===== src/rtl/gyro_bias_calibrate_and_scale_macros.svh =====
// Assertion helpers shared by the RTL. Each macro expects clk and rst_n in scope.
`ifndef GYRO_BIAS_CALIBRATE_AND_SCALE_MACROS_SVH
`define GYRO_BIAS_CALIBRATE_AND_SCALE_MACROS_SVH

`ifndef SYNTHESIS

// Same-cycle implication, disabled while in reset.
`define GBCS_ASSERT_IMP(lbl, ante, cons) \
  lbl: assert property (@(posedge clk) disable iff (!rst_n) (ante) |-> (cons)) \
    else $error("gbcs assertion failed: same-cycle implication");

// Next-cycle implication, disabled while in reset.
`define GBCS_ASSERT_NXT(lbl, ante, cons) \
  lbl: assert property (@(posedge clk) disable iff (!rst_n) (ante) |=> (cons)) \
    else $error("gbcs assertion failed: next-cycle implication");

`else

`define GBCS_ASSERT_IMP(lbl, ante, cons)
`define GBCS_ASSERT_NXT(lbl, ante, cons)

`endif

`endif


===== src/rtl/gbcs_pkg.sv =====
package gbcs_pkg;

  // Field widths
  localparam int unsigned RAW_W   = 16;
  localparam int unsigned RAD_W   = 32;
  localparam int unsigned CNT_W   = 12;
  localparam int unsigned AXES    = 3;

  // Bias arithmetic
  localparam int unsigned SUM_W   = 28;
  localparam int unsigned BIAS_W  = 24;
  localparam int unsigned FRAC_W  = 8;
  localparam int unsigned NUM_W   = SUM_W + FRAC_W;   // dividend bits
  localparam int unsigned REM_W   = CNT_W;            // remainder stays below divisor

  // Rate arithmetic
  localparam int unsigned D_W     = BIAS_W + 1;       // raw*256 - bias
  localparam int unsigned GAIN_W  = 28;
  localparam int unsigned ACC_W   = GAIN_W + 2;
  localparam logic [GAIN_W-1:0] RATE_GAIN = 28'd146489361;  // 0.0174533/131 * 2^40
  localparam logic signed [ACC_W-1:0] GAIN_POS = ACC_W'(RATE_GAIN);
  localparam logic signed [ACC_W-1:0] GAIN_NEG = -GAIN_POS;

  // Sequencer step counter
  localparam int unsigned STEP_W  = 6;
  localparam logic [STEP_W-1:0] DIV_LAST = STEP_W'(NUM_W - 1);
  localparam logic [STEP_W-1:0] MUL_LAST = STEP_W'(D_W - 1);

  localparam logic [CNT_W-1:0] CALIB_RESET = 12'd256;

  typedef logic signed [RAW_W-1:0]  raw_t;
  typedef logic signed [RAD_W-1:0]  rad_t;
  typedef logic        [CNT_W-1:0]  cnt_t;
  typedef logic signed [SUM_W-1:0]  sum_t;
  typedef logic signed [BIAS_W-1:0] bias_t;

endpackage


===== src/rtl/gbcs_if.sv =====
interface gbcs_in_if
  import gbcs_pkg::*;
();
  logic valid;
  logic ready;
  logic read_ok;
  raw_t accel_x_raw;
  raw_t accel_y_raw;
  raw_t accel_z_raw;
  raw_t rate_x_raw;
  raw_t rate_y_raw;
  raw_t rate_z_raw;

  modport source (
    output valid, read_ok, accel_x_raw, accel_y_raw, accel_z_raw,
           rate_x_raw, rate_y_raw, rate_z_raw,
    input  ready
  );
  modport sink (
    input  valid, read_ok, accel_x_raw, accel_y_raw, accel_z_raw,
           rate_x_raw, rate_y_raw, rate_z_raw,
    output ready
  );
endinterface

interface gbcs_out_if
  import gbcs_pkg::*;
();
  logic valid;
  logic ready;
  logic ok;
  raw_t accel_x_g;
  raw_t accel_y_g;
  raw_t accel_z_g;
  rad_t rate_x_rad;
  rad_t rate_y_rad;
  rad_t rate_z_rad;

  modport source (
    output valid, ok, accel_x_g, accel_y_g, accel_z_g,
           rate_x_rad, rate_y_rad, rate_z_rad,
    input  ready
  );
  modport sink (
    input  valid, ok, accel_x_g, accel_y_g, accel_z_g,
           rate_x_rad, rate_y_rad, rate_z_rad,
    output ready
  );
endinterface

interface gbcs_cfg_if
  import gbcs_pkg::*;
();
  logic valid;
  logic ready;
  cnt_t calib_samples;

  modport source (output valid, calib_samples, input ready);
  modport sink (input valid, calib_samples, output ready);
endinterface


===== src/rtl/gyro_bias_calibrate_and_scale.sv =====
// Channel    Dir  Handshake       Payload
// cfg_chan   in   valid / ready   calib_samples (12 b), always ready
// in_chan    in   valid / ready   read_ok, accel_{x,y,z}_raw, rate_{x,y,z}_raw
// out_chan   out  valid / ready   ok, accel_{x,y,z}_g, rate_{x,y,z}_rad
//
// Calibration items are counted on acceptance and leave the sequencer idle. The item that
// closes calibration with a good read loads the dividend, runs 36 steps of the bit-serial
// restoring divider and rounds. Result items run the bit-serial shift-add multiplier 25
// steps over the bias-corrected rate, then round and load the output register.
// The output register lets the next item enter while a result waits; a finished result
// holds in the final step until the output register is free.
// Reset (rst_n low, synchronous) restores calib_samples to 256 and clears sums and bias.
`include "gyro_bias_calibrate_and_scale_macros.svh"

module gyro_bias_calibrate_and_scale
  import gbcs_pkg::*;
(
  input  logic       clk,
  input  logic       rst_n,
  gbcs_cfg_if.sink   cfg_chan,
  gbcs_in_if.sink    in_chan,
  gbcs_out_if.source out_chan
);

  localparam logic [2:0] ST_IDLE  = 3'd0;
  localparam logic [2:0] ST_DLOAD = 3'd1;
  localparam logic [2:0] ST_DIV   = 3'd2;
  localparam logic [2:0] ST_DFIN  = 3'd3;
  localparam logic [2:0] ST_MUL   = 3'd4;
  localparam logic [2:0] ST_FIN   = 3'd5;

  // Control state
  logic [2:0]        state_r, state_nxt;
  logic [STEP_W-1:0] cnt_r, cnt_nxt;
  cnt_t              calib_r, calib_nxt;
  cnt_t              items_seen_r, items_seen_nxt;
  cnt_t              good_cnt_r, good_cnt_nxt;
  logic              out_valid_r, out_valid_nxt;

  // Item and divider payload
  cnt_t              div_den_r, div_den_nxt;
  logic              ok_r, ok_nxt;
  raw_t              accel_r [AXES];
  raw_t              accel_nxt [AXES];
  raw_t              accel_out_r [AXES];
  raw_t              accel_out_nxt [AXES];
  logic              out_ok_r, out_ok_nxt;

  // Per-axis datapath
  sum_t              sum_r [AXES];
  sum_t              sum_nxt [AXES];
  bias_t             bias_r [AXES];
  bias_t             bias_nxt [AXES];
  logic              neg_r [AXES];
  logic              neg_nxt [AXES];
  logic [NUM_W-1:0]  nq_r [AXES];
  logic [NUM_W-1:0]  nq_nxt [AXES];
  logic [REM_W-1:0]  rem_r [AXES];
  logic [REM_W-1:0]  rem_nxt [AXES];
  logic [D_W-1:0]    d_r [AXES];
  logic [D_W-1:0]    d_nxt [AXES];
  logic signed [ACC_W-1:0] acc_r [AXES];
  logic signed [ACC_W-1:0] acc_nxt [AXES];
  logic [D_W-1:0]    low_r [AXES];
  logic [D_W-1:0]    low_nxt [AXES];
  rad_t              rad_r [AXES];
  rad_t              rad_nxt [AXES];

  raw_t              raw_rate [AXES];
  raw_t              raw_accel [AXES];

  logic              in_fire;
  logic              out_fire;
  logic              calib_phase;
  logic              cal_fire;
  logic              res_fire;
  logic              sum_en;
  cnt_t              good_after;
  cnt_t              items_after;
  logic              cal_last;
  logic              out_load;

  assign raw_rate[0]  = in_chan.rate_x_raw;
  assign raw_rate[1]  = in_chan.rate_y_raw;
  assign raw_rate[2]  = in_chan.rate_z_raw;
  assign raw_accel[0] = in_chan.accel_x_raw;
  assign raw_accel[1] = in_chan.accel_y_raw;
  assign raw_accel[2] = in_chan.accel_z_raw;

  // A new item enters only when the sequencer is free; the output register may still be full.
  assign in_chan.ready  = (state_r == ST_IDLE);
  assign cfg_chan.ready = 1'b1;

  assign in_fire  = in_chan.valid && in_chan.ready;
  assign out_fire = out_chan.valid && out_chan.ready;

  // calib_samples is 12 bits, so it never exceeds the 4095-sample ceiling.
  assign calib_phase = (items_seen_r < calib_r);
  assign cal_fire    = in_fire && calib_phase;
  assign res_fire    = in_fire && !calib_phase;
  assign sum_en      = cal_fire && in_chan.read_ok;
  assign good_after  = good_cnt_r + CNT_W'(sum_en);
  assign items_after = items_seen_r + CNT_W'(1);

  // Closing item with at least one good read: start the bias division.
  assign cal_last = cal_fire && (items_after == calib_r) && (good_after != '0);

  // Load the result once the output register is empty or being drained.
  assign out_load = (state_r == ST_FIN) && (!out_valid_r || out_chan.ready);

  // Sequencer and shared control
  always_comb begin
    state_nxt      = state_r;
    cnt_nxt        = cnt_r;
    calib_nxt      = calib_r;
    items_seen_nxt = items_seen_r;
    good_cnt_nxt   = good_cnt_r;
    div_den_nxt    = div_den_r;
    ok_nxt         = ok_r;
    out_ok_nxt     = out_ok_r;
    out_valid_nxt  = out_valid_r && !out_fire;
    for (int i = 0; i < AXES; i++) begin
      accel_nxt[i]     = accel_r[i];
      accel_out_nxt[i] = accel_out_r[i];
    end

    if (cfg_chan.valid) begin
      calib_nxt = cfg_chan.calib_samples;
    end

    unique case (state_r)
      ST_IDLE: begin
        if (cal_fire) begin
          // Count the item; a failed read is not summed.
          items_seen_nxt = items_after;
          good_cnt_nxt   = good_after;
          if (cal_last) begin
            div_den_nxt = good_after;
            state_nxt   = ST_DLOAD;
          end
        end else if (res_fire) begin
          ok_nxt = in_chan.read_ok;
          for (int i = 0; i < AXES; i++) begin
            accel_nxt[i] = raw_accel[i];
          end
          cnt_nxt   = '0;
          state_nxt = ST_MUL;
        end
      end
      ST_DLOAD: begin
        cnt_nxt   = '0;
        state_nxt = ST_DIV;
      end
      ST_DIV: begin
        cnt_nxt = cnt_r + STEP_W'(1);
        if (cnt_r == DIV_LAST) begin
          state_nxt = ST_DFIN;
        end
      end
      ST_DFIN: begin
        state_nxt = ST_IDLE;
      end
      ST_MUL: begin
        cnt_nxt = cnt_r + STEP_W'(1);
        if (cnt_r == MUL_LAST) begin
          state_nxt = ST_FIN;
        end
      end
      ST_FIN: begin
        // Hold here until the output register can take the result.
        if (out_load) begin
          out_ok_nxt    = ok_r;
          out_valid_nxt = 1'b1;
          for (int i = 0; i < AXES; i++) begin
            accel_out_nxt[i] = ok_r ? accel_r[i] : '0;
          end
          state_nxt = ST_IDLE;
        end
      end
      default: begin
        state_nxt = ST_IDLE;
      end
    endcase
  end

  // Per-axis lanes: running sum, bit-serial divider, bit-serial multiplier
  for (genvar g = 0; g < AXES; g++) begin : g_axis
    logic [SUM_W-1:0] mag;
    logic [REM_W:0]   trial;
    logic             ge;
    logic [BIAS_W-1:0] q;
    logic             rnd;
    logic signed [ACC_W-1:0] addend;
    logic signed [ACC_W-1:0] psum;
    logic signed [ACC_W:0]   hi;
    logic signed [ACC_W:0]   rsum;
    logic [BIAS_W-1:0] lowl;
    logic             pneg;
    logic             carry;

    always_comb begin
      sum_nxt[g]  = sum_r[g];
      bias_nxt[g] = bias_r[g];
      neg_nxt[g]  = neg_r[g];
      nq_nxt[g]   = nq_r[g];
      rem_nxt[g]  = rem_r[g];
      d_nxt[g]    = d_r[g];
      acc_nxt[g]  = acc_r[g];
      low_nxt[g]  = low_r[g];
      rad_nxt[g]  = rad_r[g];

      mag    = sum_r[g][SUM_W-1] ? (~sum_r[g] + SUM_W'(1)) : sum_r[g];
      trial  = {rem_r[g], nq_r[g][NUM_W-1]};
      ge     = (trial >= {1'b0, div_den_r});
      q      = nq_r[g][BIAS_W-1:0];
      rnd    = ({rem_r[g], 1'b0} >= {1'b0, div_den_r});

      // Top bit of d carries negative weight.
      if (d_r[g][0]) begin
        addend = (cnt_r == MUL_LAST) ? GAIN_NEG : GAIN_POS;
      end else begin
        addend = '0;
      end
      psum = acc_r[g] + addend;

      // Product is {acc, low}; round the >>24 result half away from zero.
      hi    = $signed({acc_r[g], low_r[g][D_W-1]});
      lowl  = low_r[g][BIAS_W-1:0];
      pneg  = acc_r[g][ACC_W-1];
      carry = pneg ? (lowl[BIAS_W-1] && (lowl[BIAS_W-2:0] != '0)) : lowl[BIAS_W-1];
      rsum  = hi + $signed({{ACC_W{1'b0}}, carry});

      if (sum_en) begin
        sum_nxt[g] = sum_r[g] + SUM_W'(raw_rate[g]);
      end

      if (res_fire) begin
        d_nxt[g]   = D_W'($signed({raw_rate[g], FRAC_W'(0)})) - D_W'(bias_r[g]);
        acc_nxt[g] = '0;
      end

      unique case (state_r)
        ST_DLOAD: begin
          neg_nxt[g] = sum_r[g][SUM_W-1];
          nq_nxt[g]  = {mag, FRAC_W'(0)};
          rem_nxt[g] = '0;
        end
        ST_DIV: begin
          // One quotient bit per cycle; the dividend shifts out as quotient shifts in.
          rem_nxt[g] = ge ? REM_W'(trial - {1'b0, div_den_r}) : trial[REM_W-1:0];
          nq_nxt[g]  = {nq_r[g][NUM_W-2:0], ge};
        end
        ST_DFIN: begin
          // Round on the remainder, then restore sign; only the low 24 bits are kept.
          bias_nxt[g] = neg_r[g] ? bias_t'(~q + BIAS_W'(!rnd)) : bias_t'(q + BIAS_W'(rnd));
        end
        ST_MUL: begin
          acc_nxt[g] = psum >>> 1;
          low_nxt[g] = {psum[0], low_r[g][D_W-1:1]};
          d_nxt[g]   = d_r[g] >> 1;
        end
        ST_FIN: begin
          // |product| < 2^52, so the rounded rate stays well inside 32 bits.
          if (out_load) begin
            rad_nxt[g] = ok_r ? RAD_W'(rsum) : '0;
          end
        end
        default: begin
        end
      endcase
    end

    always_ff @(posedge clk) begin
      if (!rst_n) begin
        sum_r[g]  <= '0;
        bias_r[g] <= '0;
      end else begin
        sum_r[g]  <= sum_nxt[g];
        bias_r[g] <= bias_nxt[g];
      end
    end

    always_ff @(posedge clk) begin
      neg_r[g] <= neg_nxt[g];
      nq_r[g]  <= nq_nxt[g];
      rem_r[g] <= rem_nxt[g];
      d_r[g]   <= d_nxt[g];
      acc_r[g] <= acc_nxt[g];
      low_r[g] <= low_nxt[g];
      rad_r[g] <= rad_nxt[g];
    end
  end

  always_ff @(posedge clk) begin
    if (!rst_n) begin
      state_r      <= ST_IDLE;
      cnt_r        <= '0;
      calib_r      <= CALIB_RESET;
      items_seen_r <= '0;
      good_cnt_r   <= '0;
      out_valid_r  <= 1'b0;
    end else begin
      state_r      <= state_nxt;
      cnt_r        <= cnt_nxt;
      calib_r      <= calib_nxt;
      items_seen_r <= items_seen_nxt;
      good_cnt_r   <= good_cnt_nxt;
      out_valid_r  <= out_valid_nxt;
    end
  end

  always_ff @(posedge clk) begin
    div_den_r <= div_den_nxt;
    ok_r      <= ok_nxt;
    out_ok_r  <= out_ok_nxt;
    for (int i = 0; i < AXES; i++) begin
      accel_r[i]     <= accel_nxt[i];
      accel_out_r[i] <= accel_out_nxt[i];
    end
  end

  assign out_chan.valid      = out_valid_r;
  assign out_chan.ok         = out_ok_r;
  assign out_chan.accel_x_g  = accel_out_r[0];
  assign out_chan.accel_y_g  = accel_out_r[1];
  assign out_chan.accel_z_g  = accel_out_r[2];
  assign out_chan.rate_x_rad = rad_r[0];
  assign out_chan.rate_y_rad = rad_r[1];
  assign out_chan.rate_z_rad = rad_r[2];

  `GBCS_ASSERT_IMP(a_good_within_seen, 1'b1, good_cnt_r <= items_seen_r)
  `GBCS_ASSERT_IMP(a_div_den_nonzero, (state_r == ST_DIV) || (state_r == ST_DFIN), div_den_r != '0)
  `GBCS_ASSERT_NXT(a_fin_waits, (state_r == ST_FIN) && out_valid_r && !out_chan.ready, (state_r == ST_FIN) && $stable(out_chan.rate_x_rad))
  `GBCS_ASSERT_IMP(a_fail_is_zero, out_chan.valid && !out_chan.ok, (out_chan.accel_x_g == '0) && (out_chan.rate_x_rad == '0) && (out_chan.rate_z_rad == '0))

endmodule

===== src/flat_wrapper.sv =====
// flat-port wrapper written by rule: the top's interface ports become plain ports
module gyro_bias_calibrate_and_scale_flat import gbcs_pkg::*;
  (clk, rst_n, cfg_chan_valid, cfg_chan_calib_samples, cfg_chan_ready, in_chan_valid, in_chan_read_ok, in_chan_accel_x_raw, in_chan_accel_y_raw, in_chan_accel_z_raw, in_chan_rate_x_raw, in_chan_rate_y_raw, in_chan_rate_z_raw, in_chan_ready, out_chan_valid, out_chan_ok, out_chan_accel_x_g, out_chan_accel_y_g, out_chan_accel_z_g, out_chan_rate_x_rad, out_chan_rate_y_rad, out_chan_rate_z_rad, out_chan_ready);
  gbcs_cfg_if cfg_chan_i ();
  gbcs_in_if in_chan_i ();
  gbcs_out_if out_chan_i ();
  input  logic clk;
  input  logic rst_n;
  input wire logic [$bits(cfg_chan_i.valid)-1:0] cfg_chan_valid;
  input wire logic [$bits(cfg_chan_i.calib_samples)-1:0] cfg_chan_calib_samples;
  output wire logic [$bits(cfg_chan_i.ready)-1:0] cfg_chan_ready;
  input wire logic [$bits(in_chan_i.valid)-1:0] in_chan_valid;
  input wire logic [$bits(in_chan_i.read_ok)-1:0] in_chan_read_ok;
  input wire logic [$bits(in_chan_i.accel_x_raw)-1:0] in_chan_accel_x_raw;
  input wire logic [$bits(in_chan_i.accel_y_raw)-1:0] in_chan_accel_y_raw;
  input wire logic [$bits(in_chan_i.accel_z_raw)-1:0] in_chan_accel_z_raw;
  input wire logic [$bits(in_chan_i.rate_x_raw)-1:0] in_chan_rate_x_raw;
  input wire logic [$bits(in_chan_i.rate_y_raw)-1:0] in_chan_rate_y_raw;
  input wire logic [$bits(in_chan_i.rate_z_raw)-1:0] in_chan_rate_z_raw;
  output wire logic [$bits(in_chan_i.ready)-1:0] in_chan_ready;
  output wire logic [$bits(out_chan_i.valid)-1:0] out_chan_valid;
  output wire logic [$bits(out_chan_i.ok)-1:0] out_chan_ok;
  output wire logic [$bits(out_chan_i.accel_x_g)-1:0] out_chan_accel_x_g;
  output wire logic [$bits(out_chan_i.accel_y_g)-1:0] out_chan_accel_y_g;
  output wire logic [$bits(out_chan_i.accel_z_g)-1:0] out_chan_accel_z_g;
  output wire logic [$bits(out_chan_i.rate_x_rad)-1:0] out_chan_rate_x_rad;
  output wire logic [$bits(out_chan_i.rate_y_rad)-1:0] out_chan_rate_y_rad;
  output wire logic [$bits(out_chan_i.rate_z_rad)-1:0] out_chan_rate_z_rad;
  input wire logic [$bits(out_chan_i.ready)-1:0] out_chan_ready;
  assign cfg_chan_i.valid = cfg_chan_valid;
  assign cfg_chan_i.calib_samples = cfg_chan_calib_samples;
  assign cfg_chan_ready = cfg_chan_i.ready;
  assign in_chan_i.valid = in_chan_valid;
  assign in_chan_i.read_ok = in_chan_read_ok;
  assign in_chan_i.accel_x_raw = in_chan_accel_x_raw;
  assign in_chan_i.accel_y_raw = in_chan_accel_y_raw;
  assign in_chan_i.accel_z_raw = in_chan_accel_z_raw;
  assign in_chan_i.rate_x_raw = in_chan_rate_x_raw;
  assign in_chan_i.rate_y_raw = in_chan_rate_y_raw;
  assign in_chan_i.rate_z_raw = in_chan_rate_z_raw;
  assign in_chan_ready = in_chan_i.ready;
  assign out_chan_valid = out_chan_i.valid;
  assign out_chan_ok = out_chan_i.ok;
  assign out_chan_accel_x_g = out_chan_i.accel_x_g;
  assign out_chan_accel_y_g = out_chan_i.accel_y_g;
  assign out_chan_accel_z_g = out_chan_i.accel_z_g;
  assign out_chan_rate_x_rad = out_chan_i.rate_x_rad;
  assign out_chan_rate_y_rad = out_chan_i.rate_y_rad;
  assign out_chan_rate_z_rad = out_chan_i.rate_z_rad;
  assign out_chan_i.ready = out_chan_ready;
  gyro_bias_calibrate_and_scale u_core (.clk(clk), .rst_n(rst_n), .cfg_chan(cfg_chan_i), .in_chan(in_chan_i), .out_chan(out_chan_i));
endmodule

===== config.mk =====
export PLATFORM = sky130hd
export DESIGN_NAME = gyro_bias_calibrate_and_scale_flat
export DESIGN_NICKNAME = d
export VERILOG_FILES = /design/src/rtl/gbcs_pkg.sv /design/src/rtl/gbcs_if.sv /design/src/rtl/gyro_bias_calibrate_and_scale.sv /design/src/flat_wrapper.sv
export VERILOG_INCLUDE_DIRS = /design/src /design/src/rtl
export SDC_FILE = /design/constraint.sdc
export NUM_CORES = 2
export LEC_CHECK = 0
export ABC_AREA = 0
export BUFFER_PORTS_ARGS = -buffer_cell sky130_fd_sc_hd__buf_2
export CORE_AREA = 3 3 297 299
export CTS_CLUSTER_DIAMETER = 80
export DETAILED_ROUTE_END_ITERATION = 8
export DIE_AREA = 0 0 300 302
export PLACE_DENSITY_LB_ADDON = 0.15
export SYNTH_ARGS = -nofsm -noshare
export SYNTH_HDL_FRONTEND = slang
export SYNTH_SLANG_ARGS = --single-unit
export TNS_END_PERCENT = 5

===== constraint.sdc =====
create_clock -name clk -period 14.7 [get_ports clk]
set_input_delay 0 -clock clk [delete_from_list [all_inputs] [get_ports clk]]
set_output_delay 0 -clock clk [all_outputs]
set_load 0.1 [all_outputs]

Word level (Yosys, flattened, before mapping)
Memory sizes are Yosys's and may differ from the RTL's. Cells that the tools add are included.

Memory bits (writable): 735. Memories: 11. Output and inout port bits: 148. Register bits after elaboration: 60.

Reduce and logical (&&, ||, !) cells: 32. Muxes and demuxes: 83. Equality and inequality tests: 15. Add/subtract/negate cells: 27. Bitwise gates (word level): 13. Order comparisons: 7.

Memory list: u_core.nq_r (words 3, bits a word 36, read ports 3, clocked after Yosys merged registers in 0, wr ports 3, RTL line gyro_bias_calibrate_and_scale.sv:56) `logic [NUM_W-1:0] nq_r [AXES];`; u_core.rad_r (words 3, bits a word 32, read ports 3, clocked after Yosys merged registers in 0, wr ports 3, RTL line gyro_bias_calibrate_and_scale.sv:66) `rad_t rad_r [AXES];`; u_core.acc_r (words 3, bits a word 30, read ports 3, clocked after Yosys merged registers in 0, wr ports 3, RTL line gyro_bias_calibrate_and_scale.sv:62) `logic signed [ACC_W-1:0] acc_r [AXES];`; u_core.sum_r (words 3, bits a word 28, read ports 3, clocked after Yosys merged registers in 0, wr ports 3, RTL line gyro_bias_calibrate_and_scale.sv:50) `sum_t sum_r [AXES];`; u_core.d_r (words 3, bits a word 25, read ports 3, clocked after Yosys merged registers in 0, wr ports 3, RTL line gyro_bias_calibrate_and_scale.sv:60) `logic [D_W-1:0] d_r [AXES];`; u_core.low_r (words 3, bits a word 25, read ports 3, clocked after Yosys merged registers in 0, wr ports 3, RTL line gyro_bias_calibrate_and_scale.sv:64) `logic [D_W-1:0] low_r [AXES];`; +5 memories.

Operator list (count): 30-bit two-way mux (10); 32-bit two-way mux (9); 28-bit two-way mux (9); 48-bit two-way mux (5); 25-bit two-way mux (9); 24-bit two-way mux (9); 36-bit one-hot mux with 2 select lines (3); 24-bit by 1-bit adder with 24-bit output (6); 31-bit by 2-bit adder with 31-bit output (3); 30-bit adder (3); 28-bit by 16-bit adder with 28-bit output (3); 28-bit by 2-bit adder with 28-bit output (second input constant) (3); 28-bit NOT (3); 13-bit by 12-bit greater-or-equal comparator with 1-bit output (6); 24-bit by 24-bit subtractor with 25-bit output (3); 24-bit NOT (3); 12-bit one-hot mux with 2 select lines (3); 23-bit nonzero test (3); 16-bit two-way mux (3); 12-bit two-way mux (3); 12-bit subtractor (3); 3-bit two-way mux (6); 6-bit one-hot mux with 3 select lines (1); 3-bit one-hot mux with 5 select lines (1); other kinds (27) (67).

Longest topological paths before layout
Depth in word-level cells: 10. Depth in mapped cells: 25. Depth with buffers taken out: 20.

Least setup slack after synthesis
No wires, ideal clock.

Path kind: register to register. Start: register u_core.state_r[2]. End: register u_core.state_r[2]. Cell stages (with the launch flop): 6. Period minus slack after synthesis: 14.338 ns. Data arrival time: 14.228 ns. Path buffers: 1. Library setup time: 0.110 ns. Slack: 0.362 ns. Path through: dfxtp_1 > clkbuf_1 > nor3_2 > nand2_1 > o21ai_0 > o21a_1.

Word-level cells in the longest chain between the ends: 9. Elaborated cells on any way between the ends: 22. Those cells by class: 1 x add/sub; 9 x eq/ne; 2 x mux; 10 x reduce/logical.

RTL lines: start: declaration (RTL line gyro_bias_calibrate_and_scale.sv:33) `logic [2:0] state_r, state_nxt;`; start signal: assignment (RTL line gyro_bias_calibrate_and_scale.sv:303) `state_r <= state_nxt;`; 3-bit logical NOT * (RTL line gyro_bias_calibrate_and_scale.sv:91) `assign in_chan.ready = (state_r == ST_IDLE);`; via in_chan_ready (RTL line flat_wrapper.sv:20) `output wire logic [$bits(in_chan_i.ready)-1:0] in_chan_ready;`; 1-bit logical AND (RTL line gyro_bias_calibrate_and_scale.sv:94) `assign in_fire = in_chan.valid && in_chan.ready;`; 1-bit logical AND (RTL line gyro_bias_calibrate_and_scale.sv:99) `assign cal_fire = in_fire && calib_phase;`; 1-bit logical AND (RTL line gyro_bias_calibrate_and_scale.sv:101) `assign sum_en = cal_fire && in_chan.read_ok;`; 12-bit by 1-bit adder with 12-bit output (RTL line gyro_bias_calibrate_and_scale.sv:102) `assign good_after = good_cnt_r + CNT_W'(sum_en);`; 12-bit nonzero test (RTL line gyro_bias_calibrate_and_scale.sv:106) `assign cal_last = cal_fire && (items_after == calib_r) && (good_after != '0);`; 1-bit logical AND (RTL line gyro_bias_calibrate_and_scale.sv:106); 3-bit != test (no line); 5-bit AND reduction (no line).

Mark *: on every way through the listed nets, which the timed path passes. The rest lies on a longest branch. A chain may end at the register's enable or synchronous reset.

Worst setup path in the final report
Start: register u_core.calib_r[1]. End: register u_core.div_den_r[0] (enable).

Word-level cells in the longest chain between the ends: 7. Elaborated cells on any way between the ends: 9. Those cells by class: 1 x add/sub; 1 x order compare; 1 x eq/ne; 6 x reduce/logical.

RTL lines: start: declaration (RTL line gyro_bias_calibrate_and_scale.sv:35) `cnt_t calib_r, calib_nxt;`; start signal: assignment (RTL line gyro_bias_calibrate_and_scale.sv:305) `calib_r <= calib_nxt;`; 12-bit < comparator (RTL line gyro_bias_calibrate_and_scale.sv:98) `assign calib_phase = (items_seen_r < calib_r);`; 1-bit logical AND (RTL line gyro_bias_calibrate_and_scale.sv:99); 1-bit logical AND (RTL line gyro_bias_calibrate_and_scale.sv:101); 12-bit by 1-bit adder with 12-bit output (RTL line gyro_bias_calibrate_and_scale.sv:102); 12-bit nonzero test (RTL line gyro_bias_calibrate_and_scale.sv:106); 1-bit logical AND (RTL line gyro_bias_calibrate_and_scale.sv:106); 3-bit AND reduction (no line) *; end signal: assignment (RTL line gyro_bias_calibrate_and_scale.sv:313) `div_den_r <= div_den_nxt;`; end: declaration (RTL line gyro_bias_calibrate_and_scale.sv:41) `cnt_t div_den_r, div_den_nxt;`.

Every way passes the cells marked *; elsewhere a longest branch is shown, timed or not.

==> reports/metrics.yaml <==
run_status:
  status: "complete, no violations"
floorplanning:
  io_pins: 262
  die_x_um: 300
  die-area_mm2: 0.0906
  row_count: 107
  core_mm2: 0.0854
  start_util: 0.552
  dieHeight_um: 302
routing:
  wl_mm: 108
  drtIter0Drc: 2219
  first_pass_iters: 8
  vias: 36078
  wl_per_cell_um: 17.1
  antenna_left: 0
  drc_errors: 0
  vias_per_cell: 5.70
layout:
  drive_gt1_frac: 0.0939
  final_area_mm2: 0.0535
  area_growth_pct: 13.5
  fin_util: 0.626
  fillers: 7171
  multi_input_area_mm2: 0.0240
  fin_nets: 5527
  n_antenna_cell: 0
  seq_area_mm2: 0.0216
yosys:
  synth_top_cell_area_share: 0.372
  ys_seq_elements: 789
  yosysMostFrequentCell: "edfxtp_1"
  ys_top_cells_by_area: "edfxtp_1 (37%), dfxtp_1 (8.7%), ha_1 (7.8%), xnor2_1 (4.7%), nand2_1 (3.7%)"
  synth_nets: 5219
  mappedNetlistArea_mm2: 0.0471
  yosys-top-cells-count: "edfxtp_1 (584), nand2_1 (469), nor2_1 (401)"
  synth_cell_types: 86
  synth_edf_count: 584
  synth_largest_area_cell: "edfxtp_1"
  yosys_warnings: 0
  avgSynthCellArea_um2: 9.81
  syn-instance-count: 4803
  ys_seq_area_frac: 0.459
  synthArstFlopShare: 0
  ys.flop_type: "edfxtp_1"
placement:
  dp_slack_ns: 9.09
  hpwlAfterDp_mm: 75.0
  dpl-instance-area_mm2: 0.0494
  io_buffer_count: 260
  gp_congestion: 0.880
timing:
  final.min_clock_period_ns: 5.70
  tightest_slew_ns: 1.26
  drv_slew: 0
  period_share: 0.388
  fmax_ghz: 0.175
  tns_ns: 0
  skew_ns: 0.0181
  hold_viol_final: 0
  rsz0062_at_grt: "false"
  relSlewSlack: 0.162
  setup_viol_count_final: 0
  fin_ws_ns: 9.00
worst_hold_path:
  min_path_type: "primary input to flop"
global_route:
  antenna_found_initial: 0
  grt_pass1_wl_mm: 178
  grt_max_degree: 161
  track_usage: 0.237
  grt_pass1_vias: 34346
  grt_overflow: 0
clock_network:
  cts.sinks: 789
  h-tree-depth: 3
  holdBufCountCts: 116
  cts_buffers: 88
  clk_latency_ns: 0.64
  cts_setup_buffers: 0
  cts_tree: "built"
  clk_pin_slew_worst_paths_ns: 0.06
  cts_resized: 0
  cts.path.max_buffers: 3
  cts_root_buffer: "clkbuf_16"
power_and_ir_drop:
  pwr_density_cell_mw_per_mm2: 103
  peakVddDrop_mv: 0.0871
  leakage_uw: 0.0204
job:
  max_cap_violations: 0
critical_path:
  worst_setup_path_start_kind: "flop"
  crit_arrival_ns: 6.09
  critPathMaxFanout: 73
  setup.worst_path.end_class: "flop"
  crit_type: "flop to flop"
  cp.required_ns: 15.09
-- placed cells by master, fill, tap and decap left out, types with 73 or more instances in the layout --
master / instances
dlygate4sd3_1: 116
edfxtp_1: 584
nor3_1: 90
buf_2: 260
clkbuf_16: 88
inv_1: 190
xor2_1: 197
ha_1: 293
nand3_1: 102
dfxtp_1: 205
and2_1: 151
a211oi_1: 73
a21oi_1: 332
xnor2_1: 252
nor2_1: 399
o21ai_0: 283
a21o_1: 103
nand2_1: 466
-- cells by family after synthesis --
family | share of synthesized area
other | 0.0000796
DFF | 0.459
buffers and inverters | 0.0319
and+or+nand+nor | 0.172
xor gates and xnor gates | 0.0835
AOI/OAI and AO/OA | 0.161
adders and majority gates | 0.0816
muxes | 0.0108
-- area by class of cell --
| type | count | share of cell area |
|---|---|---|
| clock inverters | 59 | 0.0110 |
| well taps | 1144 | 0.0268 |
| flip-flops and latches | 789 | 0.405 |
| clock buffers | 106 | 0.0438 |
| repair buffers | 406 | 0.0505 |
| inverters | 193 | 0.0137 |
| multi-input cells | 3633 | 0.450 |
-- report_power, final --
group	total [uW]	switching (uW)	internal (uW)
logic	728	421	306
clock network	2220	933	1290
registers	2550	80.3	2470
total	5500	1440	4060
-- critical path: stages, from the launching register on --
cell,delay [ns]
dfxtp_1,0.38
inv_1,0.06
ha_1,0.26
nor2b_1,0.13
o211ai_1,0.10
a21o_1,0.17
a31oi_1,0.34
o21ai_2,0.13
nand2_2,0.08
buf_4,0.66
inv_2,0.52
ha_1,0.41
and3_1,0.25
and4_1,0.26
and2_1,0.25
or3_1,0.32
a2111oi_0,0.45
o21ai_0,0.17
nor2_1,0.18
nor4b_2,0.08
buf_4,0.22
-- stage by stage --
stage	power (uW)	hold WS, ns	instances
4_1_cts	5550	0.00786	6330
5_1_grt	5740	0.0562	6330
6_report	5500	0.0444	6330
3_5_place_dp	3290	0.178	6049
2_1_floorplan	3120	0.0989	4803
3_3_place_gp	3280	0.177	6049
-- metal layers --
metal,global-route usage,share of wire
met5,0,0
met1,0.329,0.47
met2,0.397,0.46
met4,0.0638,0.024
met3,0.0247,0.042
-- flip-flops by register name, summed over array words and instances, names as in the netlist, 72 cells and up --
| name | cells |
|---|---|
| u_core.low_r | 75 |
| u_core.d_r | 75 |
| u_core.acc_r | 87 |
| u_core.sum_r | 84 |
| u_core.rad_r | 93 |
| u_core.bias_r | 72 |
| u_core.nq_r | 108 |
-- final timing paths --
kind              slack (ns)                   to                   start  cells after the start
setup / recovery        9.00  u_core.div_den_r[0]       u_core.calib_r[1]                     20
hold / removal          0.04  u_core.sum_r[1][11]  in_chan_rate_y_raw[11]                      5
setup reg to reg        9.00  u_core.div_den_r[0]       u_core.calib_r[1]                     20
hold reg to reg         0.44  u_core.low_r[0][46]     u_core.low_r[0][47]                      0
Power figures use the tool's default switching activity.
